### src/design/sts_pkg.sv
// ----------------------------------------------------------------------------
// sts_pkg
// types, codes and byte classes of the s-expression token scanner
// ----------------------------------------------------------------------------
package sts_pkg;

    typedef enum logic [2:0] {
        KIND_END    = 3'd0,
        KIND_LPAREN = 3'd1,
        KIND_RPAREN = 3'd2,
        KIND_BOOL   = 3'd3,
        KIND_INT    = 3'd4,
        KIND_SYM    = 3'd5,
        KIND_ERROR  = 3'd6
    } t_kind;

    typedef enum logic [2:0] {
        MODE_IDLE = 3'd0,
        MODE_INT  = 3'd1,
        MODE_SYM  = 3'd2,
        MODE_HASH = 3'd3,
        MODE_SKIP = 3'd4
    } t_mode;

    localparam logic [7:0] CH_NUL    = 8'h00;
    localparam logic [7:0] CH_TAB    = 8'h09;
    localparam logic [7:0] CH_LF     = 8'h0A;
    localparam logic [7:0] CH_CR     = 8'h0D;
    localparam logic [7:0] CH_SPACE  = 8'h20;
    localparam logic [7:0] CH_SYM_LO = 8'h21;
    localparam logic [7:0] CH_HASH   = 8'h23;
    localparam logic [7:0] CH_LPAREN = 8'h28;
    localparam logic [7:0] CH_RPAREN = 8'h29;
    localparam logic [7:0] CH_ZERO   = 8'h30;
    localparam logic [7:0] CH_NINE   = 8'h39;
    localparam logic [7:0] CH_UP_F   = 8'h46;
    localparam logic [7:0] CH_UP_T   = 8'h54;
    localparam logic [7:0] CH_LOW_A  = 8'h61;
    localparam logic [7:0] CH_LOW_Z  = 8'h7A;
    localparam logic [7:0] CH_SYM_HI = 8'h7E;
    localparam logic [7:0] CASE_GAP  = 8'h20;

    // token start and length on the result bus
    localparam int TDATA_BITS = 32;

    typedef struct packed {
        t_kind       kind;
        logic [15:0] start;
        logic [15:0] length;
        logic        last;
    } t_result;

    typedef struct packed {
        logic [1:0] num;
        t_result    res0;
        t_result    res1;
        t_mode      next_mode;
        logic       set_start;
    } t_scan;

    function automatic logic [7:0] fold_upper(input logic [7:0] c);
        logic [7:0] r;
        r = c;
        if (c >= CH_LOW_A && c <= CH_LOW_Z) begin
            r = c - CASE_GAP;
        end
        return r;
    endfunction

    function automatic logic is_digit(input logic [7:0] c);
        return (c >= CH_ZERO) && (c <= CH_NINE);
    endfunction

    function automatic logic is_sym_byte(input logic [7:0] c);
        return (c >= CH_SYM_LO) && (c <= CH_SYM_HI) && (c != CH_LPAREN) && (c != CH_RPAREN);
    endfunction

    function automatic logic is_space(input logic [7:0] c);
        return c inside {CH_SPACE, CH_TAB, CH_CR, CH_LF};
    endfunction

endpackage

### src/design/sexpr_token_scanner.sv
// ----------------------------------------------------------------------------
// sexpr_token_scanner
// byte-serial lexer for s-expression text, one token result per output item
// ----------------------------------------------------------------------------
//  channel   dir   item                        tdata / tuser / tlast
//  s_axis    in    one source byte             tdata[7:0] text_byte
//  m_axis    out   one token result            tdata start, length; tuser kind; tlast
//
//  one byte per cycle; a byte that gives two results puts both into the
//  two-entry result queue, which sends them out one item at a time.
//  the byte is registered in the input register and its results are
//  registered in the result queue, from which they leave.
//  synchronous active-low reset clears the scan mode, position and queues.
//  a stalled output holds its item; input keeps flowing while the queue has room.
// ----------------------------------------------------------------------------
module sexpr_token_scanner #(
    parameter int POSITION_BITS = 16
) (
    input  logic                           i_clk,
    input  logic                           i_rst_n,
    input  logic                           s_axis_tvalid,
    output logic                           s_axis_tready,
    input  logic [7:0]                     s_axis_tdata,   // [7:0] text_byte
    output logic                           m_axis_tvalid,
    input  logic                           m_axis_tready,
    output logic [sts_pkg::TDATA_BITS-1:0] m_axis_tdata,   // [15:0] token_start,
                                                           // [31:16] token_length
    output logic [2:0]                     m_axis_tuser,   // [2:0] token_kind
    output logic                           m_axis_tlast    // last_of_run
);

    logic                     r_in_valid;
    logic [7:0]               r_in_byte;
    sts_pkg::t_mode           r_mode;
    logic [POSITION_BITS-1:0] r_pos;
    logic [POSITION_BITS-1:0] r_open_start;
    logic [1:0]               r_cnt;
    sts_pkg::t_result         r_slot0;
    sts_pkg::t_result         r_slot1;

    logic [1:0]               n_cnt;
    sts_pkg::t_result         n_slot0;
    sts_pkg::t_result         n_slot1;

    sts_pkg::t_scan           scan;
    logic [POSITION_BITS-1:0] next_pos;
    logic                     pop;
    logic [1:0]               room;
    logic                     consume;
    logic [1:0]               push_n;
    logic [1:0]               rem;
    sts_pkg::t_result         head_rem;

    sts_classify #(
        .POSITION_BITS(POSITION_BITS)
    ) u_classify (
        .i_byte      (r_in_byte),
        .i_mode      (r_mode),
        .i_pos       (r_pos),
        .i_open_start(r_open_start),
        .o_scan      (scan),
        .o_next_pos  (next_pos)
    );

    assign pop     = (r_cnt != 2'd0) && m_axis_tready;
    assign room    = 2'(2'd2 - r_cnt + {1'b0, pop});
    assign consume = r_in_valid && (scan.num <= room);
    assign push_n  = consume ? scan.num : 2'd0;
    assign rem     = 2'(r_cnt - {1'b0, pop});
    assign head_rem = pop ? r_slot1 : r_slot0;

    assign s_axis_tready = !r_in_valid || consume;

    // queue refill: survivors first, new results after them
    always_comb begin
        n_cnt = 2'(rem + push_n);
        if (rem == 2'd0) begin
            n_slot0 = scan.res0;
            n_slot1 = scan.res1;
        end else if (rem == 2'd1) begin
            n_slot0 = head_rem;
            n_slot1 = scan.res0;
        end else begin
            n_slot0 = r_slot0;
            n_slot1 = r_slot1;
        end
    end

    always_ff @(posedge i_clk) begin
        if (!i_rst_n) begin
            r_in_valid   <= 1'b0;
            r_mode       <= sts_pkg::MODE_IDLE;
            r_pos        <= '0;
            r_open_start <= '0;
            r_cnt        <= 2'd0;
        end else begin
            if (s_axis_tvalid && s_axis_tready) begin
                r_in_valid <= 1'b1;
            end else if (consume) begin
                r_in_valid <= 1'b0;
            end
            if (consume) begin
                r_mode <= scan.next_mode;
                r_pos  <= next_pos;
                if (scan.set_start) begin
                    r_open_start <= r_pos;
                end
            end
            r_cnt <= n_cnt;
        end
    end

    always_ff @(posedge i_clk) begin
        if (s_axis_tvalid && s_axis_tready) begin
            r_in_byte <= s_axis_tdata;
        end
        r_slot0 <= n_slot0;
        r_slot1 <= n_slot1;
    end

    assign m_axis_tvalid = (r_cnt != 2'd0);
    assign m_axis_tdata  = {r_slot0.length, r_slot0.start};
    assign m_axis_tuser  = r_slot0.kind;
    assign m_axis_tlast  = r_slot0.last;

endmodule

### src/design/sts_classify.sv
// ----------------------------------------------------------------------------
// sts_classify
// per-byte decode: results caused by one byte and the next scan state
// ----------------------------------------------------------------------------
module sts_classify #(
    parameter int POSITION_BITS = 16
) (
    input  logic [7:0]               i_byte,
    input  sts_pkg::t_mode           i_mode,
    input  logic [POSITION_BITS-1:0] i_pos,
    input  logic [POSITION_BITS-1:0] i_open_start,
    output sts_pkg::t_scan           o_scan,
    output logic [POSITION_BITS-1:0] o_next_pos
);

    localparam int SW = (POSITION_BITS > 16) ? POSITION_BITS : 16;

    function automatic logic [15:0] sat16(input logic [POSITION_BITS-1:0] v);
        logic [SW-1:0] w;
        w = SW'(v);
        return (w > SW'(16'hFFFF)) ? 16'hFFFF : w[15:0];
    endfunction

    logic [7:0]      c;
    logic [15:0]     pos_sat;
    logic [15:0]     start_sat;
    logic [15:0]     len_sat;
    logic            idle_hit;
    sts_pkg::t_kind  idle_kind;
    logic [15:0]     idle_len;
    sts_pkg::t_mode  idle_mode;
    logic            idle_set;
    sts_pkg::t_result idle_res;
    logic            cont;
    sts_pkg::t_scan  scan;

    assign c         = sts_pkg::fold_upper(i_byte);
    assign pos_sat   = sat16(i_pos);
    assign start_sat = sat16(i_open_start);
    assign len_sat   = sat16(i_pos - i_open_start);

    // handling of a byte seen between tokens
    always_comb begin
        idle_hit  = 1'b0;
        idle_kind = sts_pkg::KIND_ERROR;
        idle_len  = 16'd0;
        idle_mode = sts_pkg::MODE_IDLE;
        idle_set  = 1'b0;
        if (c == sts_pkg::CH_NUL) begin
            idle_hit  = 1'b1;
            idle_kind = sts_pkg::KIND_END;
        end else if (sts_pkg::is_space(c)) begin
            idle_hit = 1'b0;
        end else if (c == sts_pkg::CH_LPAREN) begin
            idle_hit  = 1'b1;
            idle_kind = sts_pkg::KIND_LPAREN;
            idle_len  = 16'd1;
        end else if (c == sts_pkg::CH_RPAREN) begin
            idle_hit  = 1'b1;
            idle_kind = sts_pkg::KIND_RPAREN;
            idle_len  = 16'd1;
        end else if (c == sts_pkg::CH_HASH) begin
            idle_mode = sts_pkg::MODE_HASH;
            idle_set  = 1'b1;
        end else if (sts_pkg::is_digit(c)) begin
            idle_mode = sts_pkg::MODE_INT;
            idle_set  = 1'b1;
        end else if (sts_pkg::is_sym_byte(c)) begin
            idle_mode = sts_pkg::MODE_SYM;
            idle_set  = 1'b1;
        end else begin
            idle_hit  = 1'b1;
            idle_kind = sts_pkg::KIND_ERROR;
            idle_mode = sts_pkg::MODE_SKIP;
        end
    end

    assign idle_res = '{kind: idle_kind, start: pos_sat, length: idle_len, last: 1'b0};
    assign cont = (i_mode == sts_pkg::MODE_INT) ? sts_pkg::is_digit(c) : sts_pkg::is_sym_byte(c);

    always_comb begin
        scan.num       = 2'd0;
        scan.res0      = idle_res;
        scan.res1      = idle_res;
        scan.next_mode = i_mode;
        scan.set_start = 1'b0;
        case (i_mode)
            sts_pkg::MODE_HASH: begin
                if (c == sts_pkg::CH_UP_T || c == sts_pkg::CH_UP_F) begin
                    scan.num       = 2'd1;
                    scan.res0      = '{kind: sts_pkg::KIND_BOOL, start: start_sat,
                                       length: 16'd2, last: 1'b0};
                    scan.next_mode = sts_pkg::MODE_IDLE;
                end else begin
                    // bad boolean; an end byte here also ends the text
                    scan.num       = (c == sts_pkg::CH_NUL) ? 2'd2 : 2'd1;
                    scan.res0      = '{kind: sts_pkg::KIND_ERROR, start: pos_sat,
                                       length: 16'd0, last: 1'b0};
                    scan.res1      = '{kind: sts_pkg::KIND_END, start: pos_sat,
                                       length: 16'd0, last: 1'b0};
                    scan.next_mode = sts_pkg::MODE_SKIP;
                end
            end
            sts_pkg::MODE_SKIP: begin
                if (c == sts_pkg::CH_NUL) begin
                    scan.num  = 2'd1;
                    scan.res0 = '{kind: sts_pkg::KIND_END, start: pos_sat,
                                  length: 16'd0, last: 1'b0};
                end
            end
            sts_pkg::MODE_INT, sts_pkg::MODE_SYM: begin
                if (!cont) begin
                    // close the open token, then treat the byte as fresh
                    scan.num       = idle_hit ? 2'd2 : 2'd1;
                    scan.res0      = '{kind: (i_mode == sts_pkg::MODE_INT) ? sts_pkg::KIND_INT
                                                                         : sts_pkg::KIND_SYM,
                                       start: start_sat, length: len_sat, last: 1'b0};
                    scan.res1      = idle_res;
                    scan.next_mode = idle_mode;
                    scan.set_start = idle_set;
                end
            end
            default: begin
                scan.num       = {1'b0, idle_hit};
                scan.res0      = idle_res;
                scan.next_mode = idle_mode;
                scan.set_start = idle_set;
            end
        endcase
        if (c == sts_pkg::CH_NUL) begin
            scan.next_mode = sts_pkg::MODE_IDLE;
        end
        scan.res0.last = (scan.num == 2'd1);
        scan.res1.last = 1'b1;
    end

    assign o_scan = scan;

    always_comb begin
        if (c == sts_pkg::CH_NUL) begin
            o_next_pos = '0;
        end else if (i_pos != '1) begin
            o_next_pos = i_pos + POSITION_BITS'(1);
        end else begin
            o_next_pos = i_pos;
        end
    end

endmodule

### config.mk
export PLATFORM = sky130hd
export DESIGN_NAME = sexpr_token_scanner
export DESIGN_NICKNAME = d
export VERILOG_FILES = /design/src/design/sts_pkg.sv /design/src/design/sexpr_token_scanner.sv /design/src/design/sts_classify.sv
export SDC_FILE = /design/constraint.sdc
export NUM_CORES = 1
export LEC_CHECK = 0
export ABC_AREA = 1
export BUFFER_PORTS_ARGS = -buffer_cell sky130_fd_sc_hd__clkbuf_2
export CORE_UTILIZATION = 55
export CTS_CLUSTER_DIAMETER = 50
export DETAILED_ROUTE_END_ITERATION = 6
export PLACE_DENSITY = 0.86
export REMOVE_ABC_BUFFERS = 1
export SYNTH_ARGS = -nofsm -noshare
export SYNTH_HDL_FRONTEND = slang
export SYNTH_SLANG_ARGS = --single-unit
### constraint.sdc
create_clock -name i_clk -period 3.35 [get_ports i_clk]
set_clock_uncertainty 0.1 [all_clocks]
set_input_delay 0.67 -clock i_clk [delete_from_list [all_inputs] [get_ports i_clk]]
set_output_delay 0.67 -clock i_clk [all_outputs]
set_load 0.02 [all_outputs]
======== Yosys cells after proc, flatten, opt, wreduce, memory -nomap -nowiden ========
Cells that the tools add are included.
storage, ports and cells
  input port bits ......................... 12
  bits in registers ....................... 118
  output and inout port bits .............. 38
  logic and storage cells ................. 133
cells by class
  equality and inequality tests ........... 20
  order comparisons ....................... 10
  mux-type cells .......................... 57
  reduce and logical (&&, ||, !) cells .... 25
  add/subtract/negate cells ............... 7
operator list
  cell                                                                                 count
  36-bit two-way mux                                                                   6
  16-bit two-way mux                                                                   8
  38-bit case mux with 3 select lines                                                  1
  78-bit two-way mux                                                                   1
  36-bit case mux with 2 select lines                                                  1
  16-bit greater-than comparator, second input constant                                3
  3-bit two-way mux                                                                    13
  38-bit two-way mux                                                                   1
  37-bit two-way mux                                                                   1
  8-bit by 6-bit == test with 1-bit output, second input constant                      4
  8-bit by 4-bit == test with 1-bit output, second input constant                      3
  1-bit two-way mux                                                                    19
  16-bit by 1-bit adder with 16-bit output, second input constant                      1
  8-bit by 7-bit == test with 1-bit output, second input constant                      2
  8-bit by 6-bit greater-or-equal comparator with 1-bit output, second input constant  2
  8-bit by 7-bit <= comparator with 1-bit output, second input constant                2
  16-bit != test, second input constant                                                1
  8-bit by 6-bit != test with 1-bit output, second input constant                      2
  16-bit subtractor                                                                    1
  2-bit nonzero test                                                                   5
  3-bit case mux with 3 select lines                                                   1
  8-bit by 7-bit greater-or-equal comparator with 1-bit output, second input constant  1
  8-bit by 6-bit <= comparator with 1-bit output, second input constant                1
  1-bit logical AND                                                                    8
  23 further kinds                                                                     31

======== Logic depth before layout (Yosys ltp) ========
Gate-level depths: netlist of run 1.
  depth after elaboration ................. 22
  mapped depth ............................ 26
  mapped depth without buffers ............ 26

======== Hierarchy ========
From an unflattened synthesis of run 1, not the netlist that was laid out.
unflattened totals
  cell total of the unflattened synthesis .. 931
  area, all modules ....................... 7368.3 µm²
by module, submodules not included
  module               instances  area each (µm²)  seq. area each (µm²)  cells an instance
  sexpr_token_scanner  1          5021.1           3163.0                504
  sts_classify         1          2347.3           0.0                   427

======== Least setup slack after synthesis of run 1 ========
No wires, ideal clock.
  kind .................................... reg2reg
  start point ............................. register r_in_byte[5]
  end point ............................... register r_cnt[1]
  setup time .............................. 0.115 ns
  data arrival time ....................... 3.295 ns
  data required time ...................... 3.135 ns
  period minus slack after synthesis ...... 3.510 ns
  setup slack ............................. -0.160 ns
  path buffers ............................ 0
  cell stages (with the launch flop) ...... 24
  cells stage by stage .................... edfxtp_1 ha_1 nand4_1 nand2_2 nand2_4 nand2_4 nand2_4 nand2_4 nor2_1 nand2_1 o21ai_0 a21oi_1 nand2_1 nand2_1 ha_1 nand2_1 a21oi_1 inv_1 nor2_1 ha_1 xor2_1 nand3_1 nand2_1 nor2_1
between the ends
  longest elaborated chain between the ends .. 21
  elaborated cells between the ends (all ways) .. 45
  classes of those cells .................. add/sub (2); order compare (7); eq/ne (11); mux (16); reduce/logical (9)
ends and longest elaborated chain
  element                                                                                                                                line                        RTL
  start, declared                                                                                                                        sexpr_token_scanner.sv:33   logic [7:0] r_in_byte;
  start signal, assigned                                                                                                                 sexpr_token_scanner.sv:115  r_in_byte <= s_axis_tdata;
  8-bit by 7-bit greater-or-equal comparator with 1-bit output / 8-bit by 7-bit <= comparator with 1-bit output (equally long branches)  sts_pkg.sv:64               if (c >= CH_LOW_A && c <= CH_LOW_Z) begin
  1-bit logical AND                                                                                                                      sts_pkg.sv:64
  8-bit two-way mux (*)                                                                                                                  sts_pkg.sv:64
  8-bit by 6-bit greater-or-equal comparator with 1-bit output / 8-bit by 7-bit <= comparator with 1-bit output (equally long branches)  sts_pkg.sv:75               return (c >= CH_SYM_LO) && (c <= CH_SYM_HI) && (c != CH_LPAREN) && (c != CH_RPAREN);
  1-bit logical AND (3 in series)                                                                                                        sts_pkg.sv:75
  1-bit two-way mux                                                                                                                      sts_classify.sv:68          end else if (sts_pkg::is_sym_byte(c)) begin
  1-bit two-way mux                                                                                                                      sts_classify.sv:65          end else if (sts_pkg::is_digit(c)) begin
  1-bit two-way mux                                                                                                                      sts_classify.sv:62          end else if (c == sts_pkg::CH_HASH) begin
  [3 not listed]                                                                                                                         -
  1-bit two-way mux                                                                                                                      sts_classify.sv:49          if (c == sts_pkg::CH_NUL) begin
  2-bit two-way mux                                                                                                                      sts_classify.sv:114         scan.num = idle_hit ? 2'd2 : 2'd1;
  78-bit two-way mux                                                                                                                     sts_classify.sv:112         if (!cont) begin
  38-bit case mux with 3 select lines (*)                                                                                                sts_classify.sv:87          case (i_mode)
  2-bit <= comparator                                                                                                                    sexpr_token_scanner.sv:67   assign consume = r_in_valid && (scan.num <= room);
  1-bit logical AND                                                                                                                      sexpr_token_scanner.sv:67
  2-bit two-way mux (*)                                                                                                                  sexpr_token_scanner.sv:68   assign push_n = consume ? scan.num : 2'd0;
  2-bit adder (*)                                                                                                                        sexpr_token_scanner.sv:76   n_cnt = 2'(rem + push_n);
  end signal, assigned                                                                                                                   sexpr_token_scanner.sv:109  r_cnt <= n_cnt;
  end, declared                                                                                                                          sexpr_token_scanner.sv:37   logic [1:0] r_cnt;
Mark *: on every way between the ends. The rest lies on a longest branch, timed or not. The select of a mux whose other input is x is not followed.
A chain may end at the register's enable or synchronous reset.

======== Worst setup path in the final report of run 1 ========
Same ends and word-level chain as after synthesis.

==> metrics.txt, run 1 <==
Seq/Total Area, Yosys=45.67%; Worst Setup SP=r_in_byte[5]$_DFFE_PP_; final hold vios=0; Yosys top cell area share=34.36%; max-cap viol count=0; pin count of the biggest net entering global routing=50; final net count=1,036; Worst Min Path Start=s_axis_tdata[4]; Die ar.=13,010 um2; Seq cells post-synth=118; cell area after synthesis=6904 um2; global-route wire length before repair=27.74 mm; EDFF count, synth=79; most frequent cells after synthesis=nand2_1, nor2_1, inv_1; dpl hpwl=10.39 mm; total CTS buffers=17; Die X-Extent=114.0 um; most common cell in the netlist=nand2_1; Via density=5.384; number of distinct library cells after synthesis=43; Floorplan Core Area=12,110 um2; initial antenna violation count=0; final estimated routing congestion in global placement=0.9495; Slew Limit Headroom=64.16%; Die Y=114.0 um; Rows=40; status=finished, violations left; total track usage=27.77%; top_reg_cell synth=edfxtp_1; Period minus WS final=3.683 ns; f_max=271.5 MHz; H-tree depth=4; period utilization=109.9%; Post-Synthesis Cells=885; CTS Buffer Depth=2; drt pass-1 iters=6; Crit Path Max Fanout=6; vias=6,358; worst-skew pair later-pin latency=0.44 ns; Power Density=1104 nW/um2; Worst Setup End Kind=flop; Synth Warn #=0; Final Slew Violations=0; crit path kind=flop to flop; Syn-to-layout area delta=25.06%; CTS Sinks=118; antenna cells=0; failing checks=setup timing; layout cells sized above 1=24.48%; CTS tree=yes; asr flop ratio synth=0%; Total Power=9535 uW; Root Driver=clkbuf_16; number of global-route vias before repair=5,929; Setup-failing EPs final=45; placed cell count=1,107; Synth area leader=edfxtp_1; fin cells=1,181; cts hold-fix bufs=0; worst-margin pin slew=0.5370 ns; Final ANT Viol Nets=0; 1st-iter DRT viols=599; class of the worst hold path=input port to flop; Synth area leaders=edfxtp_1, nand2_1, dfxtp_1; initial core utilization=57.00%; Pleak=0.004218 uW; FILL cells=869; peak supply drop=0.8702 mV; port buffer count=49; clock-pin slew on the worst setup and hold paths=0.06 ns; worst reg2reg startpoint=r_in_byte[5]$_DFFE_PP_; setup ws final=-0.3329 ns; grt total ovfl=0; io pins=50; Avg Inst Size Synth=7.801 um2; final WL=17.29 mm; type of origin of the critical path=flop; unrepaired setup endpoints after global routing=yes; Wirelength per Cell=14.64 um; critical path arrival=3.91 ns; Data required, critical path=3.58 ns; DRC Markers=0
## cell usage in the layout, fill, tap and decap left out, drive strengths merged, types with 7 or more instances in the layout
master	netlist	routed
inv	86	88
buf	12	75
or2	7	7
a21oi	37	37
clkbuf	15	72
nand2	319	319
nor2	112	112
o21ai	32	32
nand3	65	65
clkinv	2	8
nand4	11	11
ha	23	23
edfxtp	79	79
nor3	22	22
dfxtp	39	39
## report_power, final
group / switching [uW] / internal, uW / total [uW]
logic: 3490 / 1900 / 5390
clock network: 644 / 1040 / 1680
registers: 163 / 2300 / 2460
## worst max-delay path: stages, from the launching register on
cell      delay [ns]
edfxtp_1        0.39
buf_4           0.13
nand2_1         0.05
nor2_1          0.16
nand2_2         0.10
inv_4           0.08
nand2_4         0.08
nand2_4         0.09
nand2_1         0.12
nor2_4          0.14
nand2_1         0.08
nand2_1         0.09
inv_2           0.07
nand2_2         0.08
nand2_1         0.15
nand2_4         0.13
ha_4            0.14
o21bai_4        0.08
buf_4           0.14
a21oi_2         0.14
buf_4           0.17
inv_1           0.06
nor2_1          0.14
ha_2            0.23
xor2_2          0.18
nand3_1         0.12
nand2_1         0.09
nor2_1          0.06
## routing by layer
| layer | global-route usage, % | share of wire, % |
|---|---|---|
| met5 | 0 | 0 |
| met4 | 15.50 | 4.3 |
| met3 | 7.970 | 8.1 |
| met2 | 45.78 | 47 |
| met1 | 32.57 | 40 |
## cell type report
class / count / area [um2] / area share, %
repair buffers: 123 / 880.8 / 10.20
well taps: 168 / 210.2 / 2.434
clock buffers: 24 / 503.0 / 5.825
inverters: 88 / 342.8 / 3.970
flip-flops and latches: 118 / 3153 / 36.52
multi-input cells: 652 / 3498 / 40.52
clock inverters: 8 / 46.29 / 0.5362
## logic make-up (layout without fill, tap and decap cells)
family	count (synthesis)	in the layout	synth area share, %
xor gates and xnor gates	10	10	1.269
buffers and inverters	115	243	6.959
AOI/OAI and AO/OA	82	82	6.434
DFF	118	118	45.67
adders and majority gates	24	24	4.458
and+or+nand+nor	536	536	35.21
## flip-flops by register name (all words and copies together), names as in the netlist, 2 cells and up
name          flops
r_slot1          36
r_pos            16
r_open_start     16
r_mode            3
m_axis_tuser      3
r_cnt             2
r_in_byte         8
m_axis_tdata     32
## what timing repair did
| action | in CTS | in global routing |
|---|---|---|
| setup endpoints to repair | 16 | 49 |
| pin swaps | 24 | 10 |
| resized for setup | 56 | 17 |
| buffers inserted | 38 | 4 |
## through the flow
| step | cell area (um2) | hold slack [ns] | setup TNS, ns | setup WS (ns) | utilization [%] |
|---|---|---|---|---|---|
| floorplan | 6755 | 0.3424 | -52.75 | -1.094 | - |
| global placement | 7490 | 0.3530 | -0.01045 | -0.01045 | 61.84 |
| detailed placement | 7490 | 0.3565 | -0.9709 | -0.1546 | 61.84 |
| CTS | 8518 | 0.3075 | -0.3245 | -0.1930 | 70.33 |
| global route | 8635 | 0.3062 | -15.54 | -0.5287 | 71.29 |
| finish | 8635 | 0.3141 | -6.279 | -0.3329 | 71.29 |
## worst paths after layout
check                            end  slack [ns]  cells after the start
max reg2reg      r_cnt[1]$_SDFF_PN0_       -0.33                     27
min reg2reg  r_slot1[0]$_SDFFE_PP1P_        0.38                      2
min           r_in_byte[4]$_DFFE_PP_        0.31                      1
max              r_cnt[1]$_SDFF_PN0_       -0.33                     27
(Power assumes the default switching activity.)
==> run 2, diff against run 1 <==
Settings changed: ABC_AREA 1 to default.
==> run 2 against run 1 <==
Effect of this change: the flow still finishes with violations (setup timing); via count is 14% lower; cell count is 22% lower; die area is 6.2% lower; clock-buffer cell count is 5 lower; first-iteration DRC count is 7.8% lower; flip-flop and latch count stayed put; critical path type is now flop to output pin; largest power group is now registers.
==> metrics.txt, run 2 <==
combinational family with the most area after synthesis=simple AND/OR/NAND/NOR gates; worst-margin pin slew=0.6183 ns; antenna cells=0; R2R setup slack=-0.58 ns; Rows=39; Seq cells post-synth=118; final net count=796; post-synthesis simple-gate area fraction=16.77%; Die ar.=12,200 um2; worst hold slack=0.3315 ns; DRC Markers=0; vias=5,487; pin count of the biggest net entering global routing=33; setup ws final=-0.8477 ns; most common cell in the netlist=edfxtp_1; Yosys top cell area share=36.67%; Wirelength per Cell=17.90 um; CTS tree=yes; total track usage=27.35%; number of distinct library cells after synthesis=67; Final Slew Violations=0; 1st-iter DRT viols=552; Worst Min Path Start=s_axis_tdata[3]; clock-pin slew on the worst setup and hold paths=0.05 ns; status=finished, violations left; final hold vios=0; most frequent cells after synthesis=edfxtp_1, nor2_1, nand2_1; type of origin of the critical path=flop; initial core utilization=56.65%; drt pass-1 iters=5; port buffer count=49; class of the worst hold path=input port to flop; top_reg_cell synth=edfxtp_1; Via density=5.990; Data required, critical path=2.58 ns; number of global-route vias before repair=5,346; multi-input logic area=3237 um2; grt total ovfl=0; initial antenna violation count=0; most frequent cells in the layout=edfxtp_1, nor2_1, nand2_1; mux share of post-synthesis cell area=7.427%; Die Y=110.5 um; FF-to-FF End=r_open_start[0]$_SDFFE_PN0P_; Sequential Area=3153 um2; H-tree depth=4; f_max=238.2 MHz; fin cells=916; Syn-to-layout area delta=24.47%; Synth area leaders=edfxtp_1, dfxtp_1, mux2i_1; cell area after synthesis=6469 um2; commonest non-fill, non-tap cell in the layout=edfxtp_1; Slew Limit Headroom=58.52%; period utilization=125.3%; Floorplan Core Area=11,420 um2; WHS Endpoint=r_in_byte[3]$_DFFE_PP_; peak supply drop=0.4869 mV; Post-Synthesis Cells=654; CTS Buffer Depth=2; register with the most flip-flops=r_slot1; asr flop ratio synth=0%; Synth Area in XOR/XNOR=3.385%; Synth Warn #=0; Power Density=705.5 nW/um2; Setup-failing EPs final=46; Period minus WS final=4.198 ns; final WL=16.40 mm; dpl hpwl=10.68 mm; critical path arrival=3.43 ns; EDFF count, synth=79; unrepaired setup endpoints after global routing=yes; hold path depth=1; Die X-Extent=110.5 um; total CTS buffers=17; global-route wire length before repair=26.37 mm; Seq/Total Area, Yosys=48.74%; max reg flops=36; max-cap viol count=0; final estimated routing congestion in global placement=0.9576; failing checks=setup timing; Pleak=0.003156 uW; worst-skew pair later-pin latency=0.42 ns; CTS Sinks=118; Worst Setup End Kind=output pin; Crit Path Max Fanout=3; pre-CTS WS=-0.6200 ns; placed cell count=878; layout cells sized above 1=24.32%; Final ANT Viol Nets=0; FILL cells=774; crit path kind=flop to output pin; worst reg2reg startpoint=r_in_byte[2]$_DFFE_PP_; compound-cell area share of the yosys netlist=14.70%; Adder-Cell Fraction of Synth Area=4.758%; io pins=50; Synth area leader=edfxtp_1; Root Driver=clkbuf_16; R2R cell count=16; Avg Inst Size Synth=9.891 um2
## run 2: changes by cell type after synthesis, moves of 10 or more
cell     previous run  this run
a21oi_1            37        25
and2_1              0        10
inv_1              81        35
mux2i_1             0        48
nand2_1           285        74
nand2_2            14         0
nand2_4            18         0
nand3_1            63        24
nor2_1            110        78
nor3_1             18         8
## run 2: worst max-delay path: stages (launching register included)
cell       delay (ns)
edfxtp_1         0.38
ha_2             0.19
nand2b_1         0.06
a21o_1           0.18
a211o_1          0.32
a2111oi_4        0.32
buf_4            0.18
o211a_4          0.18
o41ai_2          0.09
a221oi_2         0.30
ha_1             0.29
nand2_1          0.07
o21ai_2          0.06
buf_4            0.13
inv_2            0.06
nand2_2          0.07
buf_8            0.14
## run 2: final cells by class
cell class	count	area share [%]
flip-flops and latches	118	39.16
clock buffers	19	5.377
inverters	37	1.725
repair buffers	116	10.26
multi-input cells	470	40.20
clock inverters	13	1.057
well taps	143	2.222
## run 2: per-layer routing
metal	up-vias	part of all wire, %	track usage [%]
met2	272	47	42.57
met4	0	1.8	10.49
met1	2596	43	36.86
li1	2574	-	-
met5	-	0	0
met3	45	7.8	6.751
## run 2: timing repair
item,4_1_cts,5_1_grt
resized for setup,31,12
buffers inserted,2,3
cloned,1,0
hold buffers,0,0
setup endpoints to repair,48,51
pin swaps,12,6
## run 2: report_power, final
part           switching [uW]  internal, uW
clock network             655           934
registers                 114          2040
logic                    1280           654
## run 2: worst max-delay path by stage
stage | depth (start not counted) | startpoint | to | slack (ns)
after floorplan | 13 | r_in_byte[1]$_DFFE_PP_ | r_open_start[0]$_SDFFE_PN0P_ | -1.29
after global placement | 17 | r_in_byte[5]$_DFFE_PP_ | r_open_start[10]$_SDFFE_PN0P_ | -0.51
after detailed placement | 17 | r_in_byte[5]$_DFFE_PP_ | r_open_start[0]$_SDFFE_PN0P_ | -0.62
after CTS | 16 | r_in_byte[5]$_DFFE_PP_ | s_axis_tready | -0.76
after global routing | 16 | r_in_byte[5]$_DFFE_PP_ | s_axis_tready | -1.01
final | 16 | r_in_byte[6]$_DFFE_PP_ | s_axis_tready | -0.85
## run 2: through the flow
step                setup TNS (ns)  utilization (%)  total power (uW)  instance area [um2]
global placement            -19.48            63.74              3934                 7278
finish                      -19.91            70.51              5681                 8051
global route                -28.29            70.51              5922                 8051
floorplan                   -88.98                -              3256                 6335
detailed placement          -23.15            63.74              4000                 7278
CTS                         -13.54            70.06              5665                 8000
## run 2: kinds of logic (layout without fill, tap and decap cells)
kind of cell,after synthesis,in the layout
xor+xnor,25,25
flops,118,118
compound gates,135,135
simple gates,238,238
buf+inv,66,185
mux,48,48
fa+ha+maj,24,24
